--- src/rtl/core/gc_pkg.sv ---
// Shared widths and constants for the greedy graph colouring block.
package gc_pkg;

   localparam int ROW_W      = 64;  // adjacency row width
   localparam int CFG_W      = 7;   // node count register width
   localparam int NODE_W     = 6;   // node index field width
   localparam int COLOR_W    = 6;   // colour field width
   localparam int RSP_DATA_W = 16;  // node index and colour, padded to whole bytes

   localparam logic [CFG_W-1:0] NODE_COUNT_RESET = 7'd64;

endpackage

--- src/rtl/core/greedy_graph_coloring.sv ---
// Top level of the first-fit greedy graph colouring block.
// Rows are taken one at a time: a new row waits until the current result is registered.
// For node k the colour memory read port walks the k earlier neighbours one per cycle (none
// for node 0); a drain state lets the last read land, and the search waits for the output.
// Reset: synchronous; node counter to zero, node count to 64, no result pending.
// The colour memory is not cleared; each entry is written before it is read.
module greedy_graph_coloring
   import gc_pkg::*;
#(
   parameter int MAX_NODES = 64
) (
   input  logic                  clock,
   input  logic                  reset,
   // Configuration: node count
   input  logic                  csr_wr_en,
   input  logic [CFG_W-1:0]      csr_wr_data,
   // Input rows
   input  logic                  req_tvalid,
   output logic                  req_tready,
   input  logic [ROW_W-1:0]      req_tdata,   // [63:0] adjacency_row
   // Results
   output logic                  rsp_tvalid,
   input  logic                  rsp_tready,
   output logic [RSP_DATA_W-1:0] rsp_tdata,   // [5:0] node_index, [11:6] color, [15:12] zero
   output logic                  rsp_tlast    // last_node
);

   // Width of a node index inside the block, and of the used-colour mask.
   localparam int IDX_W  = $clog2(MAX_NODES);
   localparam int MASK_W = MAX_NODES;

   typedef enum logic [1:0] {
      S_IDLE,
      S_WALK,
      S_DRAIN,
      S_SEARCH
   } state_type;

   state_type             state_ff, state_in;
   logic [CFG_W-1:0]      node_count_ff;
   logic [IDX_W-1:0]      next_node_ff, next_node_in;
   logic [IDX_W-1:0]      node_ff, node_in;       // node being coloured
   logic [IDX_W-1:0]      walk_ff, walk_in;       // earlier node being read
   logic [ROW_W-1:0]      row_ff, row_in;
   logic [MASK_W-1:0]     used_ff, used_in;
   logic                  rd_pend_ff, rd_pend_in; // a read is in flight
   logic                  rd_bit_ff, rd_bit_in;   // that neighbour is adjacent
   logic                  rsp_valid_ff, rsp_valid_in;
   logic [NODE_W-1:0]     rsp_node_ff, rsp_node_in;
   logic [COLOR_W-1:0]    rsp_color_ff, rsp_color_in;
   logic                  rsp_last_ff, rsp_last_in;

   logic [CFG_W-1:0]      count_eff;
   logic [IDX_W-1:0]      start_node;
   logic [COLOR_W-1:0]    rd_color;
   logic [MASK_W-1:0]     free_onehot;
   logic [COLOR_W-1:0]    found_color;
   logic                  is_last;
   logic                  ram_wr_en;
   logic                  slot_free;

   // A count of zero or beyond the storage acts as the full size.
   always_comb begin
      count_eff = node_count_ff;
      if ((node_count_ff == '0) || (node_count_ff > CFG_W'(MAX_NODES))) begin
         count_eff = CFG_W'(MAX_NODES);
      end
   end

   // A stored node counter at or above the count starts a new graph.
   assign start_node = (CFG_W'(next_node_ff) >= count_eff) ? '0 : next_node_ff;

   gc_ram #(
      .WIDTH (COLOR_W),
      .DEPTH (MAX_NODES)
   ) u_color_ram (
      .clock   (clock),
      .wr_en   (ram_wr_en),
      .wr_addr (node_ff),
      .wr_data (found_color),
      .rd_addr (walk_ff),
      .rd_data (rd_color)
   );

   // Lowest clear bit of the used mask, isolated as a one-hot word by the
   // carry of an increment and then encoded. A full mask gives colour zero.
   always_comb begin
      free_onehot = ~used_ff & (used_ff + MASK_W'(1));
      found_color = '0;
      for (int i = 0; i < MASK_W; i++) begin
         if (free_onehot[i]) begin
            found_color = found_color | COLOR_W'(i);
         end
      end
   end

   assign is_last   = (CFG_W'(node_ff) == (count_eff - CFG_W'(1)));
   assign slot_free = !rsp_valid_ff || rsp_tready;
   assign ram_wr_en = (state_ff == S_SEARCH) && slot_free;

   always_comb begin
      state_in     = state_ff;
      next_node_in = next_node_ff;
      node_in      = node_ff;
      walk_in      = walk_ff;
      row_in       = row_ff;
      used_in      = used_ff;
      rd_pend_in   = 1'b0;
      rd_bit_in    = 1'b0;
      rsp_valid_in = rsp_valid_ff && !rsp_tready;
      rsp_node_in  = rsp_node_ff;
      rsp_color_in = rsp_color_ff;
      rsp_last_in  = rsp_last_ff;

      // Fold the colour of the neighbour read in the previous cycle.
      if (rd_pend_ff && rd_bit_ff) begin
         used_in = used_ff | (MASK_W'(1) << rd_color);
      end

      case (state_ff)
         S_IDLE: begin
            if (req_tvalid) begin
               node_in  = start_node;
               row_in   = req_tdata;
               walk_in  = '0;
               used_in  = '0;
               state_in = (start_node == '0) ? S_SEARCH : S_WALK;
            end
         end
         S_WALK: begin
            // walk_ff addresses the memory this cycle; its data lands next cycle.
            rd_pend_in = 1'b1;
            rd_bit_in  = row_ff[walk_ff];
            walk_in    = walk_ff + IDX_W'(1);
            if (walk_ff == (node_ff - IDX_W'(1))) begin
               state_in = S_DRAIN;
            end
         end
         S_DRAIN: begin
            state_in = S_SEARCH;
         end
         S_SEARCH: begin
            if (slot_free) begin
               rsp_valid_in = 1'b1;
               rsp_node_in  = NODE_W'(node_ff);
               rsp_color_in = found_color;
               rsp_last_in  = is_last;
               next_node_in = is_last ? '0 : (node_ff + IDX_W'(1));
               state_in     = S_IDLE;
            end
         end
         default: begin
            state_in = S_IDLE;
         end
      endcase
   end

   always_ff @(posedge clock) begin
      if (reset) begin
         state_ff      <= S_IDLE;
         node_count_ff <= NODE_COUNT_RESET;
         next_node_ff  <= '0;
         rd_pend_ff    <= 1'b0;
         rsp_valid_ff  <= 1'b0;
      end else begin
         state_ff     <= state_in;
         next_node_ff <= next_node_in;
         rd_pend_ff   <= rd_pend_in;
         rsp_valid_ff <= rsp_valid_in;
         if (csr_wr_en) begin
            node_count_ff <= csr_wr_data;
         end
      end
      node_ff      <= node_in;
      walk_ff      <= walk_in;
      row_ff       <= row_in;
      used_ff      <= used_in;
      rd_bit_ff    <= rd_bit_in;
      rsp_node_ff  <= rsp_node_in;
      rsp_color_ff <= rsp_color_in;
      rsp_last_ff  <= rsp_last_in;
   end

   // A new row is taken only between items; a finished result may still wait
   // in the output register meanwhile.
   assign req_tready = (state_ff == S_IDLE);
   assign rsp_tvalid = rsp_valid_ff;
   assign rsp_tdata  = {(RSP_DATA_W - NODE_W - COLOR_W)'(0), rsp_color_ff, rsp_node_ff};
   assign rsp_tlast  = rsp_last_ff;

endmodule

--- src/rtl/core/gc_ram.sv ---
// Generic single-write, single-read RAM with registered read data.
module gc_ram #(
   parameter int WIDTH = 6,
   parameter int DEPTH = 64
) (
   input  logic                     clock,
   input  logic                     wr_en,
   input  logic [$clog2(DEPTH)-1:0] wr_addr,
   input  logic [WIDTH-1:0]         wr_data,
   input  logic [$clog2(DEPTH)-1:0] rd_addr,
   output logic [WIDTH-1:0]         rd_data
);

   logic [WIDTH-1:0] mem_ff [DEPTH];
   logic [WIDTH-1:0] rd_data_ff;

   always_ff @(posedge clock) begin
      if (wr_en) begin
         mem_ff[wr_addr] <= wr_data;
      end
      rd_data_ff <= mem_ff[rd_addr];
   end

   assign rd_data = rd_data_ff;

endmodule
--- config.mk ---
export PLATFORM = sky130hd
export DESIGN_NAME = greedy_graph_coloring
export DESIGN_NICKNAME = d
export VERILOG_FILES = /design/src/rtl/core/gc_pkg.sv /design/src/rtl/core/greedy_graph_coloring.sv /design/src/rtl/core/gc_ram.sv
export SDC_FILE = /design/constraint.sdc
export NUM_CORES = 1
export LEC_CHECK = 0
export BUFFER_PORTS_ARGS = -buffer_cell sky130_fd_sc_hd__buf_2
export CAP_MARGIN = 20
export CORE_MARGIN = 4
export CORE_UTILIZATION = 55
export CTS_CLUSTER_SIZE = 16
export DETAILED_ROUTE_END_ITERATION = 12
export GPL_TIMING_DRIVEN = 1
export PLACE_DENSITY = 0.75
export SYNTH_ARGS = -nofsm -noshare
export SYNTH_HDL_FRONTEND = slang
export SYNTH_SLANG_ARGS = --single-unit
--- constraint.sdc ---
create_clock -name clock -period 3.8 [get_ports clock]
set_clock_uncertainty 0.2 [all_clocks]
set_input_delay 0.57 -clock clock [delete_from_list [all_inputs] [get_ports clock]]
set_output_delay 0.57 -clock clock [all_outputs]
set_load 0.01 [all_outputs]
==> flow_metrics.env <==
export IMPL_final_setup_viol_count=0
export IMPL_cts_repair_resized=0
export IMPL_coreArea_um2=41000
export IMPL_setup_worst_path_end="u_color_ram.mem_ff[52][4]"
export IMPL_max_stage_delay_ns=0.70
export IMPL_rsz0062_at_grt="false"
export IMPL_cp_end_kind="flip-flop"
export IMPL_drt_iter0_markers=1360
export IMPL_hold_violations=0
export IMPL_grt_usage=0.242
export IMPL_wire_length_of_the_first_global_routing_pass_um=82100
export IMPL_synthToLayoutAreaGrowth_pct=16.2
export IMPL_finalNetCount=1665
export IMPL_final_antenna_net_count=0
export IMPL_floorplan_initialDensity=0.560
export IMPL_r2r_worst_path_cells=8
export IMPL_dpl_worst_slack_ns=0.506
export IMPL_synth_ff_latch_count=561
export IMPL_placementRows=74
export IMPL_cts_buffers=54
export IMPL_synth_edf_count=473
export IMPL_ys_warn_count=0
export IMPL_die_y_um=212
export IMPL_post_synth_cell_area_avg_um2=16.6
export IMPL_first_global_vias=13523
export IMPL_final_min_clock_period_ns=3.31
export IMPL_cp_max_fo=65
export IMPL_post_synth_num_cell_types=65
export IMPL_cts_root_buffer_cell="sky130_fd_sc_hd__clkbuf_16"
export IMPL_drive_gt1_frac=0.243
export IMPL_longest_clk_path_bufs=3
export IMPL_wirelength_um=54300
export IMPL_tritoncts_clock_tree="built"
export IMPL_die_x_um=212
export IMPL_design_die_area_um2=45100
export IMPL_status="finished, final reports clean"
export IMPL_final_cell_area_um2=26700
export IMPL_clock_latency_ns=0.60
export IMPL_post_dp_hpwl_um=33200
export IMPL_post_synth_inst_count=1385
export IMPL_proportion_of_register_bits_with_asynchronous_set_or_reset_after_synthesis=0
export IMPL_startpoint_type="flip-flop"
export IMPL_critPathLaunch="used_ff[23]"
export IMPL_detail_route_wl_per_cell_um=25.2
export IMPL_worst_path_dominant_cell_family="compound AO/OA/AOI/OAI gates"
export IMPL_drt_first_pass_iters=5
export IMPL_grt_overflow=0
export IMPL_drt_vias_per_instance=6.20
export IMPL_ys_seq_area_frac=0.695
export IMPL_r2r_end="u_color_ram.mem_ff[52][4]"
export IMPL_power_density_nw_per_um2=608
export IMPL_drcViolationCount=0
export IMPL_ys_dominant_reg_cell="sky130_fd_sc_hd__edfxtp_1"
export IMPL_max_cap_viol_count=0
export IMPL_worst_ir_drop_vdd_uv=464
export IMPL_cp_arrival_ns=3.37
export IMPL_vias=13335
export IMPL_grt_max_degree=66
export IMPL_rrSetupSlack_ns=0.49
export IMPL_worst_path_stages=8
export IMPL_clock_sinks=561
export IMPL_timing_final_ws_setup_ns=0.486
export IMPL_placed_area_um2=24300
export IMPL_finalWeightedCongestion=0.944
export IMPL_final_setup_tns_ns=0
export IMPL_worst_slew_pin_transition_ns=1.09
export IMPL_antenna_found_initial=1
export IMPL_worst_min_path_class="primary input to flip-flop"
export IMPL_slew_violations=0
export IMPL_post_cts_repair_setup_buffers=0
export IMPL_h_tree_depth=2
export IMPL_n_antenna_cell=0
export IMPL_category_of_the_critical_setup_timing_path="flip-flop to flip-flop"
export IMPL_cpMaxStageDelayCell="sky130_fd_sc_hd__or4_2"
export IMPL_timing_final_crit_share=0.872
export IMPL_path_clk_slew_ns=0.06
export IMPL_required_ns=3.86
export IMPL_p_leak_nw=9.32
export IMPL_top_level_ports=95
export IMPL_relSlewSlack=0.272
export IMPL_timing_fmax_mhz=302
export IMPL_crit_path_cell_trace="nand3_1 > o21ai_0 > a221oi_1 > o221ai_1 > a2111oi_0 > nand4_1 > or4_2 > buf_4"
export IMPL_syn_std_cell_area_um2=23000
export IMPL_critical_path_buf_inv_count=1
export IMPL_regToRegStartpoint="used_ff[23]"
export IMPL_io_buffer_count=90
[what timing repair did]
item | CTS | global route
hold buffers | 69 | 0
endpoints found under the hold margin | 69 | 0
setup endpoints to repair | 0 | 0
[worst register-to-register path, stage by stage (launching register included)]
cell and delay [ns]:
sky130_fd_sc_hd__dfxtp_1 0.35, sky130_fd_sc_hd__nand3_1 0.16, sky130_fd_sc_hd__o21ai_0 0.12, sky130_fd_sc_hd__a221oi_1 0.37, sky130_fd_sc_hd__o221ai_1 0.20, sky130_fd_sc_hd__a2111oi_0 0.39, sky130_fd_sc_hd__nand4_1 0.13, sky130_fd_sc_hd__or4_2 0.71
sky130_fd_sc_hd__buf_4 0.35
[flip-flops by register name, indices dropped and copies added (netlist names)]
register	count
rd_pend_ff	1
next_node_ff	6
rsp_color_ff	6
u_color_ram.rd_data	6
rsp_tvalid	1
rsp_tlast	1
rd_bit_ff	1
used_ff	64
walk_ff	6
state_ff	2
node_count_ff	7
rsp_node_ff	6
node_ff	6
row_ff	64
u_color_ram.mem_ff	384
[cells in the mapped netlist (all sizes together), types with 17 or more instances]
library cell / instances / area (um^2)
edfxtp: 473 / 14200
nor2: 184 / 691
mux4: 146 / 3290
dfxtp: 88 / 1760
a21oi: 75 / 375
nand2: 43 / 161
clkbuf: 41 / 154
nand3: 34 / 170
buf: 28 / 173
nand2b: 23 / 144
inv: 20 / 75.1
nor3: 20 / 116
o21ai: 19 / 95.1
nand4: 17 / 125
[through the flow]
step	util	hold slack (ns)	total power, mW	cells
after detailed placement	0.592	0.285	11.1	1981
after global routing	0.651	0.0321	16.8	2151
after CTS	0.651	0.00186	16.3	2150
final	0.651	0.0326	16.2	2151
after global placement	0.592	0.273	11.0	1980
after floorplan	-	0.237	9.98	1388
[final cells by class]
| cell class | instances | area [um^2] |
|---|---|---|
| Sequential cell | 561 | 16000 |
| Clock inverter | 26 | 251 |
| Fill cell | 2713 | 14300 |
| Multi-Input combinational cell | 737 | 6690 |
| Timing Repair Buffer | 200 | 1580 |
| Clock buffer | 74 | 1460 |
| Tap cell | 532 | 666 |
| Inverter | 21 | 78.8 |
[layout by cell type, fill, tap and decap left out, types with 17 or more instances in the layout]
master and count:
sky130_fd_sc_hd__dfxtp_1 75, sky130_fd_sc_hd__buf_4 29, sky130_fd_sc_hd__dlygate4sd3_1 69, sky130_fd_sc_hd__inv_1 20, sky130_fd_sc_hd__clkbuf_1 17, sky130_fd_sc_hd__buf_2 91, sky130_fd_sc_hd__a21oi_1 75, sky130_fd_sc_hd__clkbuf_16 54
sky130_fd_sc_hd__nand3_1 32, sky130_fd_sc_hd__edfxtp_1 473, sky130_fd_sc_hd__o21ai_0 19, sky130_fd_sc_hd__nand2b_1 23, sky130_fd_sc_hd__nor2_1 182, sky130_fd_sc_hd__mux4_2 146, sky130_fd_sc_hd__nand2_1 42
[cells by family after synthesis]
family | count (synthesis) | share of synthesized area
other cells | 1 | 0.000163
fa+ha+maj | 14 | 0.00762
compound gates | 148 | 0.0399
mux | 155 | 0.147
flops | 561 | 0.695
simple gates | 394 | 0.0843
xor+xnor | 22 | 0.00839
buf+inv | 90 | 0.0176
[how the worst min path moves through the flow]
| stage | startpoint | to | slack, ns | depth (start not counted) |
|---|---|---|---|---|
| 3_3_place_gp | used_ff[32] | used_ff[32] | 0.27 | 2 |
| 6_report | csr_wr_data[0] | node_count_ff[0] | 0.03 | 3 |
| 3_5_place_dp | used_ff[63] | used_ff[63] | 0.29 | 2 |
| 5_1_grt | csr_wr_data[0] | node_count_ff[0] | 0.03 | 3 |
| 4_1_cts | csr_wr_data[0] | node_count_ff[0] | 0.002 | 3 |
| 2_1_floorplan | used_ff[63] | used_ff[63] | 0.24 | 2 |
[per-layer routing]
layer,global-route usage,vias up,part of all wire
met2,0.412,579,0.51
met1,0.328,6781,0.39
met4,0.0784,0,0.032
met5,0,-,0
li1,-,5856,-
met3,0.0359,119,0.067
[report_power, final]
part           internal [mW]  switching, mW  total (mW)
logic                   1.80           1.92        3.72
registers               6.97          0.313        7.29
clock network           2.96           2.26        5.21
Power figures use the tool's default switching activity.
